<file path="src/rtl/core/assert_macros.svh">
// ----------------------------------------------------------------------------
// Assertion macros
// Concurrent assertion wrappers; define NO_ASSERTIONS to compile them out.
// ----------------------------------------------------------------------------
`ifndef ASSERT_MACROS_SVH
`define ASSERT_MACROS_SVH

`ifndef NO_ASSERTIONS
`define ASSERT_IMPLIES(lbl, clk, rst_n, ante, cons) \
    lbl: assert property (@(posedge clk) disable iff (!rst_n) (ante) |-> (cons)) \
        else $error("assertion failed: same-cycle implication");
`define ASSERT_NEXT(lbl, clk, rst_n, ante, cons) \
    lbl: assert property (@(posedge clk) disable iff (!rst_n) (ante) |=> (cons)) \
        else $error("assertion failed: next-cycle implication");
`else
`define ASSERT_IMPLIES(lbl, clk, rst_n, ante, cons)
`define ASSERT_NEXT(lbl, clk, rst_n, ante, cons)
`endif

`endif

</file>
<file path="src/rtl/core/mlqs_pkg.sv">
// ----------------------------------------------------------------------------
// mlqs_pkg
// Shared constants and control types of the multilevel queue slot scheduler.
// ----------------------------------------------------------------------------
`timescale 1ns / 1ps

package mlqs_pkg;

    localparam int DEF_LEVELS     = 8;
    localparam int DEF_FIFO_DEPTH = 16;
    localparam int DEF_ID_WIDTH   = 8;

    localparam int JOB_W     = 8;
    localparam int LVL_IN_W  = 3;
    localparam int TDATA_W   = 16;
    localparam int M_TUSER_W = 2;

    localparam logic CMD_PUT = 1'b0;
    localparam logic CMD_GET = 1'b1;

    localparam int TUSER_JOB_VALID = 0;
    localparam int TUSER_OVERFLOW  = 1;

    typedef struct packed {
        logic capture;
        logic exec;
        logic load;
    } t_ctl;

    typedef struct packed {
        logic out_free;
    } t_sts;

endpackage

</file>
<file path="src/rtl/core/mlqs_ctrl.sv">
// ----------------------------------------------------------------------------
// mlqs_ctrl
// Request sequencer: accept, execute, then hand the result to the output.
// ----------------------------------------------------------------------------
`timescale 1ns / 1ps

module mlqs_ctrl
    import mlqs_pkg::*;
(
    input  logic i_clk,
    input  logic i_rst_n,
    input  logic i_s_tvalid,
    output logic o_s_tready,
    input  t_sts i_sts,
    output t_ctl o_ctl
);

    localparam logic [1:0] ST_IDLE = 2'd0;
    localparam logic [1:0] ST_EXEC = 2'd1;
    localparam logic [1:0] ST_RESP = 2'd2;

    logic [1:0] r_state;
    logic [1:0] n_state;

    always_comb begin
        n_state = r_state;
        o_ctl   = '0;
        unique case (r_state)
            ST_IDLE: begin
                if (i_s_tvalid) begin
                    o_ctl.capture = 1'b1;
                    n_state       = ST_EXEC;
                end
            end
            ST_EXEC: begin
                o_ctl.exec = 1'b1;
                n_state    = ST_RESP;
            end
            ST_RESP: begin
                if (i_sts.out_free) begin
                    o_ctl.load = 1'b1;
                    n_state    = ST_IDLE;
                end
            end
            default: begin
                n_state = ST_IDLE;
            end
        endcase
    end

    always_ff @(posedge i_clk) begin
        if (!i_rst_n) begin
            r_state <= ST_IDLE;
        end else begin
            r_state <= n_state;
        end
    end

    assign o_s_tready = (r_state == ST_IDLE);

endmodule

</file>
<file path="src/rtl/core/mlqs_dpath.sv">
// ----------------------------------------------------------------------------
// mlqs_dpath
// Level flags, priority scan, level record memory, job memory, output register.
// ----------------------------------------------------------------------------
`timescale 1ns / 1ps

module mlqs_dpath
    import mlqs_pkg::*;
#(
    parameter int LEVELS     = DEF_LEVELS,
    parameter int FIFO_DEPTH = DEF_FIFO_DEPTH,
    parameter int ID_WIDTH   = DEF_ID_WIDTH
) (
    input  logic                 i_clk,
    input  logic                 i_rst_n,
    input  t_ctl                 i_ctl,
    output t_sts                 o_sts,
    input  logic [TDATA_W-1:0]   i_s_tdata,
    input  logic                 i_s_tuser,
    output logic                 o_m_tvalid,
    input  logic                 i_m_tready,
    output logic [TDATA_W-1:0]   o_m_tdata,
    output logic [M_TUSER_W-1:0] o_m_tuser
);

    localparam int LVL_W       = $clog2(LEVELS);
    localparam int SLOT_W      = $clog2(FIFO_DEPTH);
    localparam int CNT_W       = $clog2(FIFO_DEPTH + 1);
    localparam int UW          = $clog2(LEVELS + 1);
    localparam int ADDR_W      = LVL_W + SLOT_W;
    localparam int STORE_DEPTH = LEVELS * (2 ** SLOT_W);
    localparam int PAD_W       = TDATA_W - JOB_W - LVL_IN_W;

    typedef struct packed {
        logic [SLOT_W-1:0] head;
        logic [SLOT_W-1:0] tail;
        logic [CNT_W-1:0]  count;
        logic [UW-1:0]     used;
    } t_rec;

    t_rec                rec_mem   [LEVELS];
    logic [ID_WIDTH-1:0] job_store [STORE_DEPTH];

    logic [LEVELS-1:0]   r_lvl_vld;
    logic [LEVELS-1:0]   r_nonempty;
    logic [LEVELS-1:0]   r_has_credit;
    logic [LEVELS-1:0]   r_fresh;

    logic                r_cmd;
    logic [ID_WIDTH-1:0] r_id;
    logic [LVL_W-1:0]    r_idx;
    logic                r_put_ok;
    logic                r_any;
    logic                r_found;
    t_rec                r_rec;
    logic                r_rec_vld;
    logic [ID_WIDTH-1:0] r_sdata;
    logic                r_res_job;
    logic                r_res_ovf;
    logic [LVL_W-1:0]    r_res_lvl;
    logic                r_out_valid;
    logic [TDATA_W-1:0]  r_out_data;
    logic [M_TUSER_W-1:0] r_out_user;

    logic [JOB_W-1:0]    in_job;
    logic [LVL_IN_W-1:0] in_lvl;
    logic [31:0]         in_lvl32;
    logic [31:0]         in_id32;
    logic                in_lvl_ok;
    logic                scan_any;
    logic                scan_found;
    logic [LVL_W-1:0]    first_sel;
    logic [LVL_W-1:0]    credit_sel;
    logic [LVL_W-1:0]    rd_idx;

    t_rec                rec;
    t_rec                rec_new;
    logic                is_get;
    logic                full;
    logic                do_put;
    logic                do_get;
    logic                refill;
    logic [UW-1:0]       used_base;
    logic [UW-1:0]       used_new;
    logic [UW-1:0]       credit_lim;
    logic [CNT_W-1:0]    cnt_dec;
    logic [LEVELS-1:0]   n_has_credit;
    logic [LEVELS-1:0]   n_fresh;
    logic [M_TUSER_W-1:0] n_out_user;
    logic [31:0]         sdata32;
    logic [31:0]         lvl32;
    logic [JOB_W-1:0]    out_job;
    logic [LVL_IN_W-1:0] out_lvl;

    function automatic logic [SLOT_W-1:0] next_slot(input logic [SLOT_W-1:0] p);
        next_slot = (p == SLOT_W'(FIFO_DEPTH - 1)) ? '0 : SLOT_W'(p + 1'b1);
    endfunction

    // request decode and priority scan
    assign in_job    = i_s_tdata[JOB_W-1:0];
    assign in_lvl    = i_s_tdata[JOB_W +: LVL_IN_W];
    assign in_lvl32  = 32'(in_lvl);
    assign in_id32   = 32'(in_job);
    assign in_lvl_ok = (in_lvl32 < 32'(LEVELS));

    always_comb begin
        scan_any   = 1'b0;
        scan_found = 1'b0;
        first_sel  = '0;
        credit_sel = '0;
        for (int i = LEVELS - 1; i >= 0; i--) begin
            if (r_nonempty[i]) begin
                scan_any  = 1'b1;
                first_sel = LVL_W'(i);
            end
            if (r_nonempty[i] && r_has_credit[i]) begin
                scan_found = 1'b1;
                credit_sel = LVL_W'(i);
            end
        end
    end

    always_comb begin
        if (i_s_tuser == CMD_GET) begin
            rd_idx = scan_found ? credit_sel : first_sel;
        end else if (in_lvl_ok) begin
            rd_idx = in_lvl32[LVL_W-1:0];
        end else begin
            rd_idx = '0;
        end
    end

    // execute step
    assign rec        = r_rec_vld ? r_rec : '0;
    assign is_get     = (r_cmd == CMD_GET);
    assign full       = (rec.count == CNT_W'(FIFO_DEPTH));
    assign do_put     = !is_get && r_put_ok && !full;
    assign do_get     = is_get && r_any;
    assign refill     = do_get && !r_found;
    assign used_base  = (refill || r_fresh[r_idx]) ? '0 : rec.used;
    assign used_new   = UW'(used_base + 1'b1);
    assign credit_lim = UW'(LEVELS) - UW'(r_idx);
    assign cnt_dec    = CNT_W'(rec.count - 1'b1);

    always_comb begin
        rec_new = rec;
        if (do_put) begin
            rec_new.tail  = next_slot(rec.tail);
            rec_new.count = CNT_W'(rec.count + 1'b1);
        end else if (do_get) begin
            rec_new.head  = next_slot(rec.head);
            rec_new.count = cnt_dec;
            rec_new.used  = used_new;
        end
    end

    // refill all credits first, then spend one on the served level
    always_comb begin
        n_has_credit        = refill ? '1 : r_has_credit;
        n_fresh             = refill ? '1 : r_fresh;
        n_has_credit[r_idx] = (used_new != credit_lim);
        n_fresh[r_idx]      = 1'b0;
    end

    always_comb begin
        n_out_user                  = '0;
        n_out_user[TUSER_JOB_VALID] = r_res_job;
        n_out_user[TUSER_OVERFLOW]  = r_res_ovf;
    end

    // memories
    always_ff @(posedge i_clk) begin
        if (i_ctl.capture) begin
            r_rec <= rec_mem[rd_idx];
        end
        if (i_ctl.exec && (do_put || do_get)) begin
            rec_mem[r_idx] <= rec_new;
        end
        if (i_ctl.exec && do_put) begin
            job_store[{r_idx, rec.tail}] <= r_id;
        end
        if (i_ctl.exec && do_get) begin
            r_sdata <= job_store[{r_idx, rec.head}];
        end
    end

    // request and result payload
    always_ff @(posedge i_clk) begin
        if (i_ctl.capture) begin
            r_cmd     <= i_s_tuser;
            r_id      <= in_id32[ID_WIDTH-1:0];
            r_idx     <= rd_idx;
            r_put_ok  <= in_lvl_ok;
            r_any     <= scan_any;
            r_found   <= scan_found;
            r_rec_vld <= r_lvl_vld[rd_idx];
        end
        if (i_ctl.exec) begin
            r_res_job <= do_get;
            r_res_ovf <= !is_get && r_put_ok && full;
            r_res_lvl <= do_get ? r_idx : '0;
        end
        if (i_ctl.load) begin
            r_out_data <= {{PAD_W{1'b0}}, out_lvl, out_job};
            r_out_user <= n_out_user;
        end
    end

    // level flags and output valid
    always_ff @(posedge i_clk) begin
        if (!i_rst_n) begin
            r_lvl_vld    <= '0;
            r_nonempty   <= '0;
            r_has_credit <= '1;
            r_fresh      <= '1;
            r_out_valid  <= 1'b0;
        end else begin
            if (i_ctl.exec && do_put) begin
                r_lvl_vld[r_idx]  <= 1'b1;
                r_nonempty[r_idx] <= 1'b1;
            end
            if (i_ctl.exec && do_get) begin
                r_lvl_vld[r_idx]  <= 1'b1;
                r_nonempty[r_idx] <= (cnt_dec != '0);
                r_has_credit      <= n_has_credit;
                r_fresh           <= n_fresh;
            end
            if (i_ctl.load) begin
                r_out_valid <= 1'b1;
            end else if (i_m_tready) begin
                r_out_valid <= 1'b0;
            end
        end
    end

    assign sdata32 = 32'(r_sdata);
    assign lvl32   = 32'(r_res_lvl);
    assign out_job = r_res_job ? sdata32[JOB_W-1:0] : '0;
    assign out_lvl = lvl32[LVL_IN_W-1:0];

    assign o_sts.out_free = !r_out_valid || i_m_tready;
    assign o_m_tvalid     = r_out_valid;
    assign o_m_tdata      = r_out_data;
    assign o_m_tuser      = r_out_user;

endmodule

</file>
<file path="src/rtl/core/multilevel_queue_slot_scheduler.sv">
// ----------------------------------------------------------------------------
// multilevel_queue_slot_scheduler
// Weighted round robin over per-level job FIFOs with slot credits.
// ----------------------------------------------------------------------------
// Each request is accepted while the record of its level is read (the level is
// picked by a priority scan on a get); then that record is updated and the job
// memory written or read; then the result moves into the output register, a
// step that waits while the output register is still held by the downstream
// side. A put appends to its level's FIFO, a get pops the first non-empty level
// with credit and refills all credits when none has any. No clearing pass
// follows reset.
`timescale 1ns / 1ps

`include "assert_macros.svh"

module multilevel_queue_slot_scheduler
    import mlqs_pkg::*;
#(
    parameter int LEVELS     = DEF_LEVELS,
    parameter int FIFO_DEPTH = DEF_FIFO_DEPTH,
    parameter int ID_WIDTH   = DEF_ID_WIDTH
) (
    input  logic                 i_clk,
    input  logic                 i_rst_n,
    input  logic                 s_axis_tvalid,
    output logic                 s_axis_tready,
    input  logic [TDATA_W-1:0]   s_axis_tdata,  // job_id[7:0], level[10:8], zero pad
    input  logic                 s_axis_tuser,  // cmd
    output logic                 m_axis_tvalid,
    input  logic                 m_axis_tready,
    output logic [TDATA_W-1:0]   m_axis_tdata,  // out_job_id[7:0], out_level[10:8], zero pad
    output logic [M_TUSER_W-1:0] m_axis_tuser   // job_valid[0], overflow[1]
);

    t_ctl w_ctl;
    t_sts w_sts;

    mlqs_ctrl u_ctrl (
        .i_clk      (i_clk),
        .i_rst_n    (i_rst_n),
        .i_s_tvalid (s_axis_tvalid),
        .o_s_tready (s_axis_tready),
        .i_sts      (w_sts),
        .o_ctl      (w_ctl)
    );

    mlqs_dpath #(
        .LEVELS     (LEVELS),
        .FIFO_DEPTH (FIFO_DEPTH),
        .ID_WIDTH   (ID_WIDTH)
    ) u_dpath (
        .i_clk      (i_clk),
        .i_rst_n    (i_rst_n),
        .i_ctl      (w_ctl),
        .o_sts      (w_sts),
        .i_s_tdata  (s_axis_tdata),
        .i_s_tuser  (s_axis_tuser),
        .o_m_tvalid (m_axis_tvalid),
        .i_m_tready (m_axis_tready),
        .o_m_tdata  (m_axis_tdata),
        .o_m_tuser  (m_axis_tuser)
    );

    `ASSERT_NEXT(a_accept_then_exec, i_clk, i_rst_n, s_axis_tvalid && s_axis_tready, w_ctl.exec)
    `ASSERT_IMPLIES(a_load_when_free, i_clk, i_rst_n, w_ctl.load, !m_axis_tvalid || m_axis_tready)
    `ASSERT_IMPLIES(a_job_xor_ovf, i_clk, i_rst_n, m_axis_tvalid, !(m_axis_tuser[TUSER_JOB_VALID] && m_axis_tuser[TUSER_OVERFLOW]))
    `ASSERT_NEXT(a_exec_no_accept, i_clk, i_rst_n, w_ctl.exec, !s_axis_tready)

endmodule

</file>
<file path="config.mk">
export PLATFORM = sky130hd
export DESIGN_NAME = multilevel_queue_slot_scheduler
export DESIGN_NICKNAME = d
export VERILOG_FILES = /design/src/rtl/core/mlqs_pkg.sv /design/src/rtl/core/mlqs_ctrl.sv /design/src/rtl/core/mlqs_dpath.sv /design/src/rtl/core/multilevel_queue_slot_scheduler.sv
export VERILOG_INCLUDE_DIRS = /design/src /design/src/rtl/core
export SDC_FILE = /design/constraint.sdc
export NUM_CORES = 1
export LEC_CHECK = 0
export BUFFER_PORTS_ARGS = -buffer_cell sky130_fd_sc_hd__buf_2
export CORE_ASPECT_RATIO = 1.1
export CORE_MARGIN = 2
export CORE_UTILIZATION = 30
export DETAILED_ROUTE_END_ITERATION = 8
export HOLD_SLACK_MARGIN = 0.02
export PLACE_DENSITY_LB_ADDON = 0.05
export SLEW_MARGIN = 5
export SYNTH_ARGS = -nofsm -noshare
export SYNTH_HDL_FRONTEND = slang
export SYNTH_HIERARCHICAL = 1
export SYNTH_SLANG_ARGS = --single-unit
</file>
<file path="constraint.sdc">
create_clock -name i_clk -period 3.4 [get_ports i_clk]
set_input_delay 0.51 -clock i_clk [delete_from_list [all_inputs] [get_ports i_clk]]
set_output_delay 0.51 -clock i_clk [all_outputs]
set_load 0.02 [all_outputs]
</file>
# Word level (Yosys, flattened, before mapping)
# Memories as Yosys holds them, arrays and structs flattened. A register that Yosys moved wholly into a read port is not among the register bits.
# Index checks and enable logic that the tools add are counted.
dict set report classes {
  bitwise 5
  mux 68
  n_eq_ne 8
  order_cmp 4
  addsub 6
  reduce_logical 29
}
# op n
set op_table {}
lappend op_table {{$mux 8} 8}
lappend op_table {{$mux 3} 19}
lappend op_table {{$mux 4} 7}
lappend op_table {{$or 8x8->8} 3}
lappend op_table {{$mux 1} 23}
lappend op_table {{$logic_and 1x1->1} 17}
lappend op_table {{$mux 17} 1}
lappend op_table {{$bwmux 8} 2}
lappend op_table {{$add 4x1->4 const B} 3}
lappend op_table {{$lt 3x4->1 const B} 3}
lappend op_table {{$mux 9} 1}
lappend op_table {{$and 8x8->8} 1}
lappend op_table {{$eq 4x4->1 const B} 2}
lappend op_table {{$not 8->8} 1}
lappend op_table {{$reduce_or 7->1} 1}
lappend op_table {{$bmux 1 s3} 2}
lappend op_table {{$pmux 2 s3} 1}
lappend op_table {{$add 5x1->5 const B} 1}
lappend op_table {{$eq 5x5->1 const B} 1}
lappend op_table {{$mux 5} 1}
lappend op_table {{$reduce_bool 5->1} 1}
lappend op_table {{$sub 5x1->5 const B} 1}
lappend op_table {{$logic_not 1->1} 4}
lappend op_table {{$mux 2} 2}
lappend op_table {{other kinds (12)} 14}
dict set report totals {
  in_bits 21
  ram_bits 1160
  register_bits 69
  out_inout_bits 20
  mem_count 2
}
# name depth word_bits rd rd_ports_with_merged_regs wr line
set mem_list {}
lappend mem_list {u_dpath.job_store 128 8 1 1 1 mlqs_dpath.sv:42} ;# logic [ID_WIDTH-1:0] job_store [STORE_DEPTH];
lappend mem_list {u_dpath.rec_mem 8 17 1 1 1 mlqs_dpath.sv:41} ;# t_rec rec_mem [LEVELS];

# Longest topological paths before layout
# Gate-level depths: netlist (run 1).
dict set report depth {
  depth_word 13
  ltp_mapped 13
  depth_no_buf 11
}

# By module
# The synthesis (run 1) kept the hierarchy.
# module seq_area_each_um2 instances cells_per_inst area_each_um2
set by_module_without_submodules {}
lappend by_module_without_submodules {mlqs_dpath 37235.7 1 3509 50559.7}
lappend by_module_without_submodules {mlqs_ctrl 40.0 1 9 95.1}

# Worst setup path before layout (run 1)
# OpenSTA, ideal clock, no wires.
dict set report synth_path {
  kind {reg-to-reg}
  start {reg u_dpath.r_rec_vld}
  end {mem u_dpath/job_store[54][0] (netlist name), enable pin}
  path_buffers 5
  arrival_time_ps 3177
  setup_slack_ps -147
  setup_ps 370
  required_time_ps 3030
  stages_incl_launch_ff 12
  cell_sequence {edfxtp_1 -> clkbuf_1 -> clkbuf_1 -> buf_1 -> nand2_1 -> ha_1 -> a41oi_1 -> and2_1 -> clkbuf_1 -> nand4b_1 -> clkbuf_1 -> nor2_1}
}
dict set report synth_between {
  elab_chain_cells 7
}
# item line
set synth_rtl {}
lappend synth_rtl {{start: declaration} mlqs_dpath.sv:56} ;# logic r_rec_vld;
lappend synth_rtl {{start signal: assignment} mlqs_dpath.sv:196} ;# r_rec_vld <= r_lvl_vld[rd_idx];
lappend synth_rtl {{$mux 17 (*)} mlqs_dpath.sv:134} ;# assign rec = r_rec_vld ? r_rec : '0;
lappend synth_rtl {{$eq 5x5->1} mlqs_dpath.sv:136} ;# assign full = (rec.count == CNT_W'(FIFO_DEPTH));
lappend synth_rtl {{$logic_not 1->1} mlqs_dpath.sv:137} ;# assign do_put = !is_get && r_put_ok && !full;
lappend synth_rtl {{$logic_and 1x1->1} mlqs_dpath.sv:137}
lappend synth_rtl {{$logic_and 1x1->1} mlqs_dpath.sv:179} ;# if (i_ctl.exec && do_put) begin
lappend synth_rtl {{$mux 1} mlqs_dpath.sv:179}
lappend synth_rtl {{$mux 1 (implied by the code)} mlqs_dpath.sv:180} ;# job_store[{r_idx, rec.tail}] <= r_id;
lappend synth_rtl {{end: declaration} mlqs_dpath.sv:42}
# Mark *: on every way between the ends. The rest lies on a longest branch, timed or not.

# Worst setup path after layout (run 1)
dict set report layout_path {
  start {reg u_dpath/r_rec[14] (netlist name)}
  end {reg u_dpath.r_sdata[5] (read register of u_dpath.job_store) (data pin)}
}
dict set report layout_between {
  elab_chain_cells 1
}
# item line
set layout_rtl {}
lappend layout_rtl {{$mux 17} mlqs_dpath.sv:134}
lappend layout_rtl {{end: declaration} mlqs_dpath.sv:57} ;# logic [ID_WIDTH-1:0] r_sdata;
# No other way between the ends.
# A chain may end at the register's enable or synchronous reset.

==> results.cfg, run 1 <==
[run_status]
outcome = complete, no violations

[critical_path]
cp.arrival_ns = 3.76
path_common_cell = buf_12
path_buf_inv = 3
cp_top_family = simple AND/OR/NAND/NOR gates
endpoint_kind = flop
path_cells = buf_4, buf_12, nor2b_4, buf_12, a221oi_1, nor2_1, a21oi_1, nor3_1, nor4_1, nand3_1
regToRegSetupSlack_ns = 0.15
path_class = reg2reg
cp_max_fo = 28
r2r_start = u_dpath/r_rec[14]
max_stage_delay_ns = 0.75
cp-startpoint = u_dpath/r_rec[14]
cp.depth = 10
reg2reg_to = u_dpath/r_sdata[5]
crit_path_end = u_dpath/r_sdata[5]
cp.required_ns = 3.91
r2r_cells = 10
startpoint_type = flop
slowest_stage = nor4_1

[drt]
drc = 0
wl_mm = 160
drtIter0Drc = 2260
first_pass_iters = 5
viasPerCell = 5.02
avgRoutedWirePerCell_um = 26.0
postRouteAntennaNets = 0
vias = 30949

[yosys]
avgSynthCellArea_um2 = 14.4
synthArstFlopShare_pct = 0
ys_seq_area_share_pct = 73.6
synth_seq_cells = 1253
yosys_warnings = 6
synth.area.top_cells = edfxtp_1 72%, nand2_1 3.8%, mux2_2 2.7%, mux2i_1 2.6%, a211oi_1 1.9%
yosysTopAreaCellShare_pct = 72.2
synth_ff_type = edfxtp_1
yosys.area.top_type = edfxtp_1
synth_edf_count = 1218
synthDistinctLibCells = 79
syn_inst = 3518
netlist_area_um2 = 50700

[grt]
grt_max_degree = 129
grt_pass1_wl_mm = 231
gr-total-overflow = 0
track_usage_pct = 18.5
first_global_vias = 31864
grt_antenna_before_repair = 5

[cts]
cts_tree = done
clk_pin_slew_ns = 0.06
cts-root-buf = clkbuf_16
h-tree-depth = 4
clockBufferDepth = 3
cts_sinks = 1253
numCtsBuffers = 145
clk_latency_ns = 0.79

[die]
rows = 158
start_util_pct = 30.1
core_um2 = 168000
die_area_um2 = 172000
io_pins = 41
dieHeight_um = 435
die_w_um = 396

[sta]
tightest_slew_ns = 1.12
clock.fmax_mhz = 307
fin_ws_ns = 0.146
relSlewSlack_pct = 25.5
finalCritPeriodShare_pct = 95.7
finalSetupTns_ns = 0
holdWs_ns = 0.258
rsz0062_at_grt = false
finalSetupViolCount = 0
hold_viol_final = 0
maxSlewViolCount = 0
worst_clock_skew_ns = 0.0331
fin_crit_ns = 3.25

[power_and_ir_drop]
powerDensity_nw_per_um2 = 588
finalPower_uw = 35700
peakVddDrop_v = 0.000502
leakage_uw = 0.0200

[layout]
layout-drive-gt1-share_pct = 19.6
area_delta_synth_final_pct = 19.7
layout.nets = 3839
finalNonFillerCells = 6171

[placement]
placedCellCount = 5894
gp_congestion = 0.795
dpl.hpwl_mm = 99.5
place_ws_ns = 0.0697
io_buffers = 30

[run]
maxCapViolCount = 0

[min_path]
worstHoldPathType = in2reg
cell type report:
type | instances | area (um^2)
sequential | 1253 | 37300
timing repair buffer | 376 | 3400
antenna | 2 | 5.00
tap | 2240 | 2800
clock buffer | 191 | 3910
fill | 16042 | 108000
clock inverter | 74 | 631
inverter | 21 | 88.8
multi-input combinational | 2014 | 12500
flip-flops by register name (all words and copies together) (netlist names), 2 cells and up:
name	count
u_dpath/r_rec	17
u_dpath/o_m_tuser	2
u_dpath/r_idx	3
u_ctrl/r_state	2
u_dpath/r_lvl_vld	8
u_dpath/o_m_tdata	11
u_dpath/r_id	8
u_dpath/rec_mem	136
u_dpath/job_store	1024
u_dpath/r_has_credit	8
u_dpath/r_nonempty	8
u_dpath/out_lvl	3
u_dpath/r_fresh	8
u_dpath/r_sdata	8
synth_stat cells, types with 8 or more instances:
library cell,count
a211oi_1,131
a211oi_2,12
a21boi_0,19
a21oi_1,191
a221oi_1,56
a311oi_1,54
a31oi_1,75
and2_1,15
and3_1,8
buf_1,37
buf_2,37
clkbuf_1,151
dfxtp_1,35
edfxtp_1,1218
inv_1,15
mux2_2,121
mux2i_1,132
nand2_1,513
nand3_1,111
nor2_1,208
nor2b_1,59
nor3_1,59
nor3b_1,9
nor4_1,19
o21a_1,11
o21ai_0,40
o21ai_1,22
o221a_2,8
o22ai_1,38
or3_1,8
xnor2_1,8
power by group:
part | internal (uW) | total, uW | switching (uW)
sequential | 17100 | 17200 | 74.3
clock | 8720 | 15000 | 6320
combinational | 1100 | 3440 | 2340
what timing repair did:
item | in CTS | in global routing
setup endpoints to repair | 0 | 9
resized for setup | 0 | 3
buffers inserted | 0 | 0
hold buffers | 10 | 0
hold endpoints to repair | 10 | 0
per-layer routing:
| layer | up-vias | part of all wire [%] | global-route usage [%] |
|---|---|---|---|
| met2 | 675 | 48 | 30.7 |
| met1 | 15961 | 45 | 25.2 |
| met3 | 185 | 3.9 | 2.61 |
| li1 | 14128 | - | - |
| met4 | 0 | 2.4 | 5.28 |
| met5 | - | 0 | 0 |
through the flow:
stage / cell area [um^2] / util, %
floorplan: 50800 / -
global placement: 56000 / 33.3
detailed placement: 56000 / 33.3
CTS: 60600 / 36.0
global route: 60600 / 36.0
finish: 60600 / 36.0
cells by family (layout without fill, tap and decap cells):
family | after synthesis | in the layout | synth area share (%)
flip-flops | 1253 | 1253 | 73.6
AND/OR/NAND/NOR | 1033 | 1033 | 8.95
AO/OA/AOI/OAI | 696 | 696 | 9.44
multiplexers | 259 | 259 | 5.52
buffers and inverters | 255 | 662 | 2.08
XOR/XNOR | 14 | 14 | 0.242
adder cells (fa/ha/maj) | 7 | 7 | 0.173
other | 1 | 7 | 0.00740
cell usage in the layout (no fill, tap or decap), types with 12 or more instances in the layout:
cell type,synthesis,routed
a211oi_1,131,131
a211oi_2,12,12
a21boi_0,19,19
a21oi_1,191,191
a221oi_1,56,55
a311oi_1,54,54
a31oi_1,75,75
and2_1,15,15
buf_12,0,50
buf_2,37,30
buf_4,6,286
clkbuf_1,151,40
clkbuf_16,0,149
clkinv_1,4,26
clkinv_2,0,28
dfxtp_1,35,35
edfxtp_1,1218,1218
inv_1,15,14
mux2_2,121,121
mux2i_1,132,132
nand2_1,513,510
nand3_1,111,111
nor2_1,208,180
nor2_2,0,21
nor2b_1,59,58
nor3_1,59,58
nor4_1,19,17
o21ai_0,40,40
o21ai_1,22,20
o22ai_1,38,38
worst min-delay path by stage:
| stage | to | cells past startpoint | slack (ns) | from |
|---|---|---|---|---|
| finish | u_dpath/r_fresh[5] | 3 | 0.26 | i_rst_n |
| CTS | u_dpath/r_fresh[5] | 3 | 0.18 | i_rst_n |
| global route | u_dpath/r_fresh[6] | 3 | 0.22 | i_rst_n |
| global placement | u_dpath/o_m_tuser[1] | 0 | 0.42 | u_dpath/r_res_ovf |
| floorplan | u_dpath/o_m_tdata[10] | 0 | 0.40 | u_dpath/out_lvl[2] |
| detailed placement | u_dpath/o_m_tdata[9] | 0 | 0.42 | u_dpath/out_lvl[1] |
worst min-delay path, stage by stage:
cell	delay, ns
buf_2	0.14
buf_4	0.26
nand2_1	0.09
No activity file was read; power rests on OpenSTA's default activity.
==> run 2: changes to the inputs <==
--- a/config.mk
+++ b/config.mk
@@ -14,4 +14,5 @@
 export HOLD_SLACK_MARGIN = 0.02
 export PLACE_DENSITY_LB_ADDON = 0.05
+export REMOVE_ABC_BUFFERS = 1
 export SLEW_MARGIN = 5
 export SYNTH_ARGS = -nofsm -noshare
==> constraint.sdc (replaced) <==
create_clock -name i_clk -period 3.4 [get_ports i_clk]
set_input_delay 0.34 -clock i_clk [delete_from_list [all_inputs] [get_ports i_clk]]
set_output_delay 0.34 -clock i_clk [all_outputs]
set_load 0.02 [all_outputs]
==> run 2 against run 1 <==
  * Via count up 0.66%
  * Fmax grew 0.11%
  * Routed wire length up 2.2%
  * Final area shrank 0.37%
  * Critical path type unchanged
  * Worst setup slack gained 0.0035 ns
  * Die area unchanged
  * Largest cell class unchanged
  * First-iteration DRC count increased by 5.7%
==> results.cfg, run 2 (synthesized netlist as in run 1, its figures left out) <==
[drt]
wl_mm = 164
avgRoutedWirePerCell_um = 26.5
postRouteAntennaNets = 0
vias = 31154
first_pass_iters = 7
drc = 0
viasPerCell = 5.05
drtIter0Drc = 2388

[critical_path]
path_common_cell = buf_4
slowest_stage = a211oi_1
cp_top_family = compound AO/OA/AOI/OAI gates
path_class = reg2reg
max_stage_delay_ns = 0.56
path_buf_inv = 4
cp.required_ns = 3.91
startpoint_type = flop
endpoint_kind = flop
path_cells = buf_12, buf_4, mux2_2, a211oi_1, nor3_1, buf_4, o21ai_1, buf_4, o311ai_0
cp_max_fo = 18
cp.arrival_ns = 3.76

[power_and_ir_drop]
leakage_uw = 0.0199
powerDensity_nw_per_um2 = 585
peakVddDrop_v = 0.000337

[sta]
holdWs_ns = 0.120
maxSlewViolCount = 0
clock.fmax_mhz = 308
finalSetupViolCount = 0
finalCritPeriodShare_pct = 95.6
worst_clock_skew_ns = 0.0266
tightest_slew_ns = 1.07
fin_crit_ns = 3.25
rsz0062_at_grt = true
relSlewSlack_pct = 28.5
hold_viol_final = 0

[cts]
cts-root-buf = clkbuf_16
post-cts-setup-buffers = 0
clk_pin_slew_ns = 0.06
clockBufferDepth = 3
h-tree-depth = 4
cts_tree = done
cts_sinks = 1253
numCtsBuffers = 143
clk_latency_ns = 0.79

[grt]
grt_pass1_wl_mm = 233
track_usage_pct = 18.8
first_global_vias = 31917
grt_antenna_before_repair = 6
gr-total-overflow = 0
grt_max_degree = 129

[layout]
fillCellCount = 16048
seq_area_um2 = 37300
final_common_cell = edfxtp_1
finalNonFillerCells = 6170
largest_register_ffs = 1024
layout-drive-gt1-share_pct = 18.9
area_delta_synth_final_pct = 19.3
top_register = u_dpath/job_store
layout.nets = 3840
multi_input_area_um2 = 12400
top_regs = u_dpath/job_store x1024, u_dpath/rec_mem x136, u_dpath/r_rec x17
final_cell_mix = 1218 x edfxtp_1, 510 x nand2_1, 290 x buf_4, 199 x nor2_1, 191 x a21oi_1

[placement]
gp_congestion = 0.806
placedCellCount = 5896
io_buffers = 30
dpl.hpwl_mm = 103

[min_path]
worstHoldPathType = in2reg

[die]
die_area_um2 = 172000
start_util_pct = 30.1
dieHeight_um = 435
core_um2 = 168000
io_pins = 41
rows = 158
die_w_um = 396

[run_status]
outcome = complete, no violations

[run]
maxCapViolCount = 0
## run 2: worst register-to-register path: stages (launching register included)
cell	delay (ns)
edfxtp_1	0.50
buf_12	0.27
buf_4	0.35
mux2_2	0.39
a211oi_1	0.56
nor3_1	0.12
buf_4	0.16
o21ai_1	0.31
buf_4	0.19
o311ai_0	0.11
## run 2: metrics by stage
| stage | cell area, um^2 | worst slack [ns] | util [%] | total power, uW | TNS, ns |
|---|---|---|---|---|---|
| after floorplan | 49700 | -14.81 | - | 19400 | -645.85 |
| after global placement | 55900 | 0.0253 | 33.2 | 21100 | 0 |
| after detailed placement | 55900 | 0.0229 | 33.2 | 21100 | 0 |
| after CTS | 60400 | 0.0735 | 35.9 | 35900 | 0 |
| after global routing | 60400 | -0.00509 | 35.9 | 36600 | -0.00509 |
| final | 60400 | 0.149 | 35.9 | 35400 | 0 |
## run 2: final timing paths
kind              slack (ns)               start              endpoint  cells past startpoint
setup reg to reg        0.15   u_dpath/r_rec[13]    u_dpath/r_sdata[1]                      9
hold reg to reg         0.42  u_dpath/out_lvl[1]  u_dpath/o_m_tdata[9]                      0
setup / recovery        0.15   u_dpath/r_rec[13]    u_dpath/r_sdata[1]                      9
hold / removal          0.12     s_axis_tdata[9]      u_dpath/r_idx[1]                      3
## run 2: layout make-up
class                   count  share of cell area, %
clock inverters            83                   1.08
flip-flops and latches   1253                   61.7
repair buffers            379                   5.62
diodes                      2                0.00828
inverters                  21                  0.147
multi-input cells        2014                   20.6
well taps                2240                   4.64
clock buffers             178                   6.21
## run 2: timing repair
item / CTS / global route
pin swaps: 0 / 1
gates cloned: 0 / 0
hold endpoints to repair: 19 / 0
hold buffers: 11 / 0
setup endpoints to repair: 1 / 17
resized for setup: 1 / 2
## run 2: layer usage
| layer | share of wire, % | track usage (%) |
|---|---|---|
| met3 | 3.9 | 2.70 |
| met5 | 0 | 0 |
| met4 | 2.3 | 5.30 |
| met1 | 43 | 24.5 |
| met2 | 50 | 32.4 |
## run 2: power breakdown
group | internal, uW | switching (uW)
sequential | 17100 | 80.1
combinational | 1140 | 2400
clock | 8390 | 6240
